`src/hw/rtl/lcs_pkg.sv`:
```
// lcs_pkg: shared types and constants for the LRU cache set unit.
// Used by lcs_cell, lru_cache_set_unit and lcs_checker; depends on nothing.
`timescale 1ns / 1ps
`default_nettype none

package lcs_pkg;

  localparam int MAX_WAYS  = 8;
  localparam int ADDR_BITS = 32;
  localparam int TAG_W     = ADDR_BITS;
  localparam int WAY_W     = $clog2(MAX_WAYS);
  localparam int CNT_W     = $clog2(MAX_WAYS + 1);
  localparam int OP_W      = 2;
  localparam int WAYS_CFG_W  = 4;
  localparam int SHIFT_CFG_W = 5;
  localparam int CFG_DATA_W  = 5;
  localparam int CFG_IDX_W   = 1;

  localparam logic [CFG_IDX_W-1:0] CFG_WAYS_IN_USE = 1'd0;
  localparam logic [CFG_IDX_W-1:0] CFG_TAG_SHIFT   = 1'd1;

  typedef enum logic [OP_W-1:0] {
    OP_INSERT = 2'd0,
    OP_EVICT  = 2'd1,
    OP_LOOKUP = 2'd2,
    OP_REMOVE = 2'd3
  } op_t;

  // per-cycle action applied along the chain of cells
  typedef enum logic [1:0] {
    ACT_HOLD,
    ACT_PUSH,
    ACT_CLOSE
  } act_t;

  // broadcast to every cell for the tag compare
  typedef struct packed {
    logic [TAG_W-1:0] tag;
    logic [CNT_W-1:0] count;
  } cmp_t;

  // broadcast to every cell for the stack update
  typedef struct packed {
    act_t             act;
    logic [WAY_W-1:0] pos;
  } upd_t;

endpackage

`default_nettype wire

```
`src/hw/rtl/lcs_cell.sv`:
```
// lcs_cell: one entry of the recency stack with its own tag comparator.
// Depends on lcs_pkg; instantiated in a row by lru_cache_set_unit.
`timescale 1ns / 1ps
`default_nettype none

module lcs_cell (
  input  logic                      clk,
  input  logic [lcs_pkg::WAY_W-1:0] cell_idx,
  input  lcs_pkg::cmp_t             cmp,
  input  lcs_pkg::upd_t             upd,
  input  logic [lcs_pkg::TAG_W-1:0] prev_tag,
  input  logic [lcs_pkg::TAG_W-1:0] next_tag,
  output logic [lcs_pkg::TAG_W-1:0] tag_o,
  output logic                      match_o
);

  logic [lcs_pkg::TAG_W-1:0] tag_r;
  logic [lcs_pkg::TAG_W-1:0] tag_nxt;
  logic                      valid;

  assign valid   = ({1'b0, cell_idx} < cmp.count);
  assign match_o = valid && (tag_r == cmp.tag);
  assign tag_o   = tag_r;

  always_comb begin
    tag_nxt = tag_r;
    case (upd.act)
      lcs_pkg::ACT_PUSH: begin
        // cells up to pos move one place towards LRU, cell 0 takes the new tag
        if (cell_idx == '0) begin
          tag_nxt = cmp.tag;
        end else if (cell_idx <= upd.pos) begin
          tag_nxt = prev_tag;
        end
      end
      lcs_pkg::ACT_CLOSE: begin
        if (cell_idx >= upd.pos) begin
          tag_nxt = next_tag;
        end
      end
      default: begin
        tag_nxt = tag_r;
      end
    endcase
  end

  always_ff @(posedge clk) begin
    tag_r <= tag_nxt;
  end

endmodule

`default_nettype wire

```
`src/hw/rtl/lru_cache_set_unit.sv`:
```
// lru_cache_set_unit: one LRU-ordered set of a set-associative cache.
// Depends on lcs_pkg and lcs_cell.
`timescale 1ns / 1ps
`default_nettype none

// One item per clock cycle when not stalled. An accepted item's tag is compared
// against all eight cells at once, the first matching cell is picked and the
// whole stack shifts by at most one place in the same cycle; the result is
// registered and shown the cycle after acceptance. Input is stalled only while
// that result register is full and the output side stalls. The stack holds tags
// most recently used first; entries beyond the occupancy are don't-care. The user
// writes configuration via cfg_we/cfg_index/cfg_wdata only while idle; not enforced.
module lru_cache_set_unit (
  input  logic                            clk,
  input  logic                            rst_n,
  input  logic                            in_valid,
  output logic                            in_stall,
  input  logic [lcs_pkg::OP_W-1:0]        in_opcode,
  input  logic [lcs_pkg::ADDR_BITS-1:0]   in_address,
  output logic                            out_valid,
  input  logic                            out_stall,
  output logic                            out_ok,
  output logic                            out_hit,
  output logic [lcs_pkg::TAG_W-1:0]       out_victim_tag,
  output logic [lcs_pkg::CNT_W-1:0]       out_occupancy,
  input  logic                            cfg_we,
  input  logic [lcs_pkg::CFG_IDX_W-1:0]   cfg_index,
  input  logic [lcs_pkg::CFG_DATA_W-1:0]  cfg_wdata
);

  logic [lcs_pkg::WAYS_CFG_W-1:0]  ways_r;
  logic [lcs_pkg::SHIFT_CFG_W-1:0] shift_r;
  logic [lcs_pkg::CNT_W-1:0]       cnt_r, cnt_nxt;
  logic                            out_valid_r, out_valid_nxt;
  logic                            ok_r, hit_r;
  logic [lcs_pkg::TAG_W-1:0]       victim_r;
  logic                            ok_c, hit_c;
  logic [lcs_pkg::TAG_W-1:0]       victim_c;

  logic                            accept;
  logic [lcs_pkg::CNT_W-1:0]       cap;
  lcs_pkg::cmp_t                   cmp;
  lcs_pkg::upd_t                   upd;
  lcs_pkg::op_t                    op;
  logic [lcs_pkg::MAX_WAYS-1:0]    match_vec;
  logic [lcs_pkg::TAG_W-1:0]       cell_tag [lcs_pkg::MAX_WAYS];
  logic                            any_hit;
  logic [lcs_pkg::WAY_W-1:0]       hit_pos;
  logic [lcs_pkg::CNT_W-1:0]       last_idx;

  assign accept   = in_valid && !in_stall;
  assign in_stall = out_valid_r && out_stall;
  assign op       = lcs_pkg::op_t'(in_opcode);

  assign cmp.tag   = in_address >> shift_r;
  assign cmp.count = cnt_r;

  // zero acts as one, anything above the cell count as the cell count
  always_comb begin
    if (ways_r == '0) begin
      cap = lcs_pkg::CNT_W'(1);
    end else if (lcs_pkg::CNT_W'(ways_r) > lcs_pkg::CNT_W'(lcs_pkg::MAX_WAYS)) begin
      cap = lcs_pkg::CNT_W'(lcs_pkg::MAX_WAYS);
    end else begin
      cap = lcs_pkg::CNT_W'(ways_r);
    end
  end

  for (genvar i = 0; i < lcs_pkg::MAX_WAYS; i++) begin : g_cell
    logic [lcs_pkg::TAG_W-1:0] prev_t;
    logic [lcs_pkg::TAG_W-1:0] next_t;
    if (i == 0) begin : g_first
      assign prev_t = cmp.tag;
    end else begin : g_mid
      assign prev_t = cell_tag[i-1];
    end
    if (i == lcs_pkg::MAX_WAYS - 1) begin : g_last
      assign next_t = cell_tag[i];
    end else begin : g_inner
      assign next_t = cell_tag[i+1];
    end
    lcs_cell u_cell (
      .clk      (clk),
      .cell_idx (lcs_pkg::WAY_W'(i)),
      .cmp      (cmp),
      .upd      (upd),
      .prev_tag (prev_t),
      .next_tag (next_t),
      .tag_o    (cell_tag[i]),
      .match_o  (match_vec[i])
    );
  end

  // lowest matching cell wins
  always_comb begin
    hit_pos = '0;
    for (int i = lcs_pkg::MAX_WAYS - 1; i >= 0; i--) begin
      if (match_vec[i]) begin
        hit_pos = lcs_pkg::WAY_W'(i);
      end
    end
  end

  assign any_hit  = |match_vec;
  assign last_idx = cnt_r - lcs_pkg::CNT_W'(1);

  always_comb begin
    upd.act  = lcs_pkg::ACT_HOLD;
    upd.pos  = '0;
    cnt_nxt  = cnt_r;
    ok_c     = 1'b0;
    hit_c    = 1'b0;
    victim_c = '0;
    case (op)
      lcs_pkg::OP_INSERT: begin
        hit_c = any_hit;
        if (any_hit) begin
          upd.act = lcs_pkg::ACT_PUSH;
          upd.pos = hit_pos;
          ok_c    = 1'b1;
        end else if (cnt_r < cap) begin
          upd.act = lcs_pkg::ACT_PUSH;
          upd.pos = cnt_r[lcs_pkg::WAY_W-1:0];
          cnt_nxt = cnt_r + lcs_pkg::CNT_W'(1);
          ok_c    = 1'b1;
        end
      end
      lcs_pkg::OP_EVICT: begin
        if (cnt_r != '0 && cnt_r >= cap) begin
          victim_c = cell_tag[last_idx[lcs_pkg::WAY_W-1:0]];
          cnt_nxt  = last_idx;
          ok_c     = 1'b1;
        end
      end
      lcs_pkg::OP_LOOKUP: begin
        hit_c = any_hit;
      end
      lcs_pkg::OP_REMOVE: begin
        hit_c = any_hit;
        if (any_hit) begin
          upd.act = lcs_pkg::ACT_CLOSE;
          upd.pos = hit_pos;
          cnt_nxt = last_idx;
          ok_c    = 1'b1;
        end
      end
      default: begin
        hit_c = 1'b0;
      end
    endcase
    if (!accept) begin
      upd.act = lcs_pkg::ACT_HOLD;
      cnt_nxt = cnt_r;
    end
  end

  always_comb begin
    out_valid_nxt = out_valid_r;
    if (accept) begin
      out_valid_nxt = 1'b1;
    end else if (!out_stall) begin
      out_valid_nxt = 1'b0;
    end
  end

  always_ff @(posedge clk) begin
    if (!rst_n) begin
      ways_r      <= lcs_pkg::WAYS_CFG_W'(lcs_pkg::MAX_WAYS);
      shift_r     <= lcs_pkg::SHIFT_CFG_W'(6);
      cnt_r       <= '0;
      out_valid_r <= 1'b0;
    end else begin
      cnt_r       <= cnt_nxt;
      out_valid_r <= out_valid_nxt;
      if (cfg_we) begin
        case (cfg_index)
          lcs_pkg::CFG_WAYS_IN_USE: ways_r  <= cfg_wdata[lcs_pkg::WAYS_CFG_W-1:0];
          lcs_pkg::CFG_TAG_SHIFT:   shift_r <= cfg_wdata[lcs_pkg::SHIFT_CFG_W-1:0];
          default: begin
            ways_r <= ways_r;
          end
        endcase
      end
    end
  end

  // result payload, loaded on accept only
  always_ff @(posedge clk) begin
    if (accept) begin
      ok_r     <= ok_c;
      hit_r    <= hit_c;
      victim_r <= victim_c;
    end
  end

  assign out_valid      = out_valid_r;
  assign out_ok         = ok_r;
  assign out_hit        = hit_r;
  assign out_victim_tag = victim_r;
  assign out_occupancy  = cnt_r;

endmodule

`default_nettype wire

```
`config.mk`:
```
export PLATFORM = sky130hd
export DESIGN_NAME = lru_cache_set_unit
export DESIGN_NICKNAME = d
export VERILOG_FILES = /design/src/hw/rtl/lcs_pkg.sv /design/src/hw/rtl/lcs_cell.sv /design/src/hw/rtl/lru_cache_set_unit.sv
export SDC_FILE = /design/constraint.sdc
export NUM_CORES = 1
export LEC_CHECK = 0
export BUFFER_PORTS_ARGS = -buffer_cell sky130_fd_sc_hd__buf_2
export CORE_UTILIZATION = 45
export CTS_CLUSTER_DIAMETER = 200
export DETAILED_ROUTE_END_ITERATION = 6
export GPL_TIMING_DRIVEN = 0
export PLACE_DENSITY = 0.67
export SETUP_SLACK_MARGIN = 0.4
export SYNTH_ARGS = -nofsm -noshare
export SYNTH_HDL_FRONTEND = slang
export SYNTH_HIERARCHICAL = 1
export SYNTH_SLANG_ARGS = --single-unit
```
`constraint.sdc`:
```
create_clock -name clk -period 14.3 [get_ports clk]
set_input_delay 3.575 -clock clk [delete_from_list [all_inputs] [get_ports clk]]
set_output_delay 3.575 -clock clk [all_outputs]
set_load 0.05 [all_outputs]
```
==> impl_metrics.tcl <==
set metrics [dict create \
    grt_pass1_vias 17900 \
    rrSetupSlack_ns 6.14 \
    critPathMaxStageDelay_ns 1.10 \
    skew_ns 0.0195 \
    grt-ovfl-total 0 \
    placementRows 82 \
    die_h_um 228 \
    grt_pass1_wl_mm 108 \
    first_pass_iters 5 \
    crit_arrival_ns 10.68 \
    synth_edf_count 290 \
    dieArea_um2 52100 \
    crit_path_end_kind "flip-flop" \
    worstPathRequired_ns 14.46 \
    cts-root-buf "clkbuf_16" \
    ys_ff_latch 304 \
    fin_nets 2455 \
    fin_tns_setup_ns 0 \
    hold_viol 0 \
    rsz0062_at_grt "no" \
    drv_cap 0 \
    yosys-top-cells-area "edfxtp_1 38%, mux2i_1 13%, xnor2_1 9.8%, mux4_2 8.9%, nand2_1 5.8%" \
    finalWorstSetupSlack_ns 3.79 \
    worst_hold_path_type "flip-flop to flip-flop" \
    drc 0 \
    cts_tree "yes" \
    critPathBufInv 2 \
    dp_slack_ns 3.17 \
    syn_area_um2 23000 \
    r2r_cells 21 \
    crit_type "input port to flip-flop" \
    regToRegStartpoint "shift_r[1]" \
    nFillCells 4529 \
    routabilityCongestion 1.00 \
    worstMarginPinSlew_ns 1.39 \
    antenna_found_initial 0 \
    fmax_mhz 95.1 \
    r2r-end "g_cell[4].u_cell/tag_o[23]" \
    io_pins 85 \
    cts-buffers-inserted 37 \
    cp_slowest_cell "a22o_1" \
    synthArstFlopShare 0 \
    ys_warn_count 6 \
    routed_via_density 5.91 \
    synth.avg_cell_area_um2 10.7 \
    worstHoldStart "ways_r[2]" \
    clkTransAtPathRegs_ns 0.05 \
    ys.flop_type "edfxtp_1" \
    fin_crit_ns 10.51 \
    cts_max_level 2 \
    post_cts_resized 0 \
    final_area_um2 26100 \
    layout_common_cells "354 x nand2_1, 290 x mux2i_1, 290 x edfxtp_1, 258 x xnor2_1, 203 x o21ai_1" \
    fp.coreArea_um2 50300 \
    status "finished, final reports clean" \
    grt_usage 0.271 \
    finalWirelength_mm 71.0 \
    drv_slew 0 \
    hpwl_mm 57.0 \
    cts_hold_buffers 0 \
    clock-sinks 304 \
    yosysTopAreaCellShare 0.378 \
    placed_area_um2 25000 \
    maxSlewHeadroom 0.0748 \
    clk_latency_ns 0.56 \
    seq_area_frac_synth 0.390 \
    avgRoutedWirePerCell_um 23.2 \
    initial_core_util 0.458 \
    area_delta_synth_final_pct 13.3 \
    cts.path.max_buffers 3 \
    final-setup-viol-count 0 \
    finalCritPeriodShare 0.735 \
    cp-start-kind "input port" \
    io_buffers 84 \
    whs_path_depth 2 \
    cts_setup_buffers 0 \
    syn_inst 2146 \
    path_cells "buf_2 > mux4_2 > and2_1 > a31oi_1 > mux2i_1 > a221o_1 > xnor2_1 > nand4_1 > nor4_1 > o211a_1 > or4_4 > nor2_8 > nor3_1 > nand2_1 > a21oi_1 > inv_1 > ha_1 > nor2b_1 > o21a_1 > o21ai_0 > a22o_1" \
    irDropWorstVdd_mv 0.0761 \
    cp_max_fo 32 \
    p_per_area_nw_per_um2 97.9 \
    grt_max_degree 34 \
    leakagePower_nw 8.31 \
    antenna_left 0 \
    n_antenna_cell 0 \
    drt-initial-drc-count 1699 \
    hold_end "ways_r[2]" \
    yosysTopAreaCell "edfxtp_1" \
    layout-drive-gt1-share 0.168 \
    post_synth_num_cell_types 62 \
    path_delay_family "compound AO/OA/AOI/OAI gates" \
    final_common_cell "nand2_1" \
    die_w_um 228 \
    num_vias 18100 \
]
report_power, final:
group	leakage, nW	switching (mW)	internal, mW
registers	2.78	0.0182	0.998
clock network	0.543	0.380	0.514
logic	4.99	0.385	0.258
total	8.31	0.783	1.77
sequential cells by signal, indices dropped and copies added (netlist names):
name / count
g_cell.u_cell/tag_o: 256
out_hit: 1
out_occupancy: 4
out_ok: 1
out_valid: 1
out_victim_tag: 32
shift_r: 5
ways_r: 4
worst max-delay path by stage:
| stage | startpoint | endpoint | slack, ns | cells past startpoint |
|---|---|---|---|---|
| finish | in_address[24] | g_cell[4].u_cell/tag_o[23] | 3.79 | 21 |
| global route | in_address[24] | g_cell[4].u_cell/tag_o[3] | 3.32 | 21 |
| CTS | in_address[25] | g_cell[5].u_cell/tag_o[30] | 3.75 | 20 |
| detailed placement | in_address[25] | g_cell[5].u_cell/tag_o[28] | 3.17 | 20 |
| global placement | in_address[27] | g_cell[2].u_cell/tag_o[28] | 2.09 | 15 |
| floorplan | in_address[28] | g_cell[1].u_cell/tag_o[0] | 5.21 | 18 |
layout make-up:
class                      count  area (um^2)  share of cell area
multi-input combinational   1732        13500               0.516
sequential                   304         8990               0.345
clock buffer                  47         1010              0.0386
tap                          672          841              0.0322
buffer                       128          769              0.0295
timing repair buffer         104          716              0.0274
inverter                      52          195             0.00748
clock inverter                17          113             0.00432
metal layers:
| layer | global-route usage | part of all wire |
|---|---|---|
| met5 | 0 | 0 |
| met4 | 0.136 | 0.054 |
| met2 | 0.456 | 0.48 |
| met1 | 0.344 | 0.40 |
| met3 | 0.0360 | 0.067 |
metrics by stage:
step / hold slack [ns] / total power, mW / instances / utilization
3_3_place_gp: 0.513 / 1.61 / 2972 / 0.488
3_5_place_dp: 0.545 / 1.66 / 2992 / 0.496
5_1_grt: 0.602 / 2.64 / 3056 / 0.519
4_1_cts: 0.557 / 2.55 / 3056 / 0.519
6_report: 0.550 / 2.55 / 3056 / 0.519
2_1_floorplan: 0.486 / 1.46 / 2216 / -
kinds of logic after synthesis:
kind of cell    synth area share
simple gates               0.113
mux                        0.219
xor+xnor                  0.0985
buf+inv                   0.0419
flops                      0.390
compound gates             0.109
other cells             0.000326
fa+ha+maj                 0.0277
cell usage after synthesis, drive strengths merged (2+ instances only):
cell type,number
mux4,91
nand2b,15
and3,2
o21ai,273
a311o,8
nor4,20
a221o,4
a22o,9
o22a,4
a21o,8
nor2,28
xnor2,258
a21boi,4
a21oi,53
inv,52
o21a,9
clkbuf,69
or2,3
mux2,8
mux2i,290
dfxtp,14
nand4,67
nand2,354
nand3,9
a31oi,12
o22ai,2
and2,8
edfxtp,290
o211a,8
nor3,11
conb,2
o221ai,5
nor2b,30
or4,3
buf,59
a32o,2
ha,51
tightest hold or removal path: stages (launching register included):
cell	delay (ns)
dfxtp_1	0.32
mux2i_1	0.13
nor2b_1	0.06
Note: power is estimated with default switching activity, not from simulation.
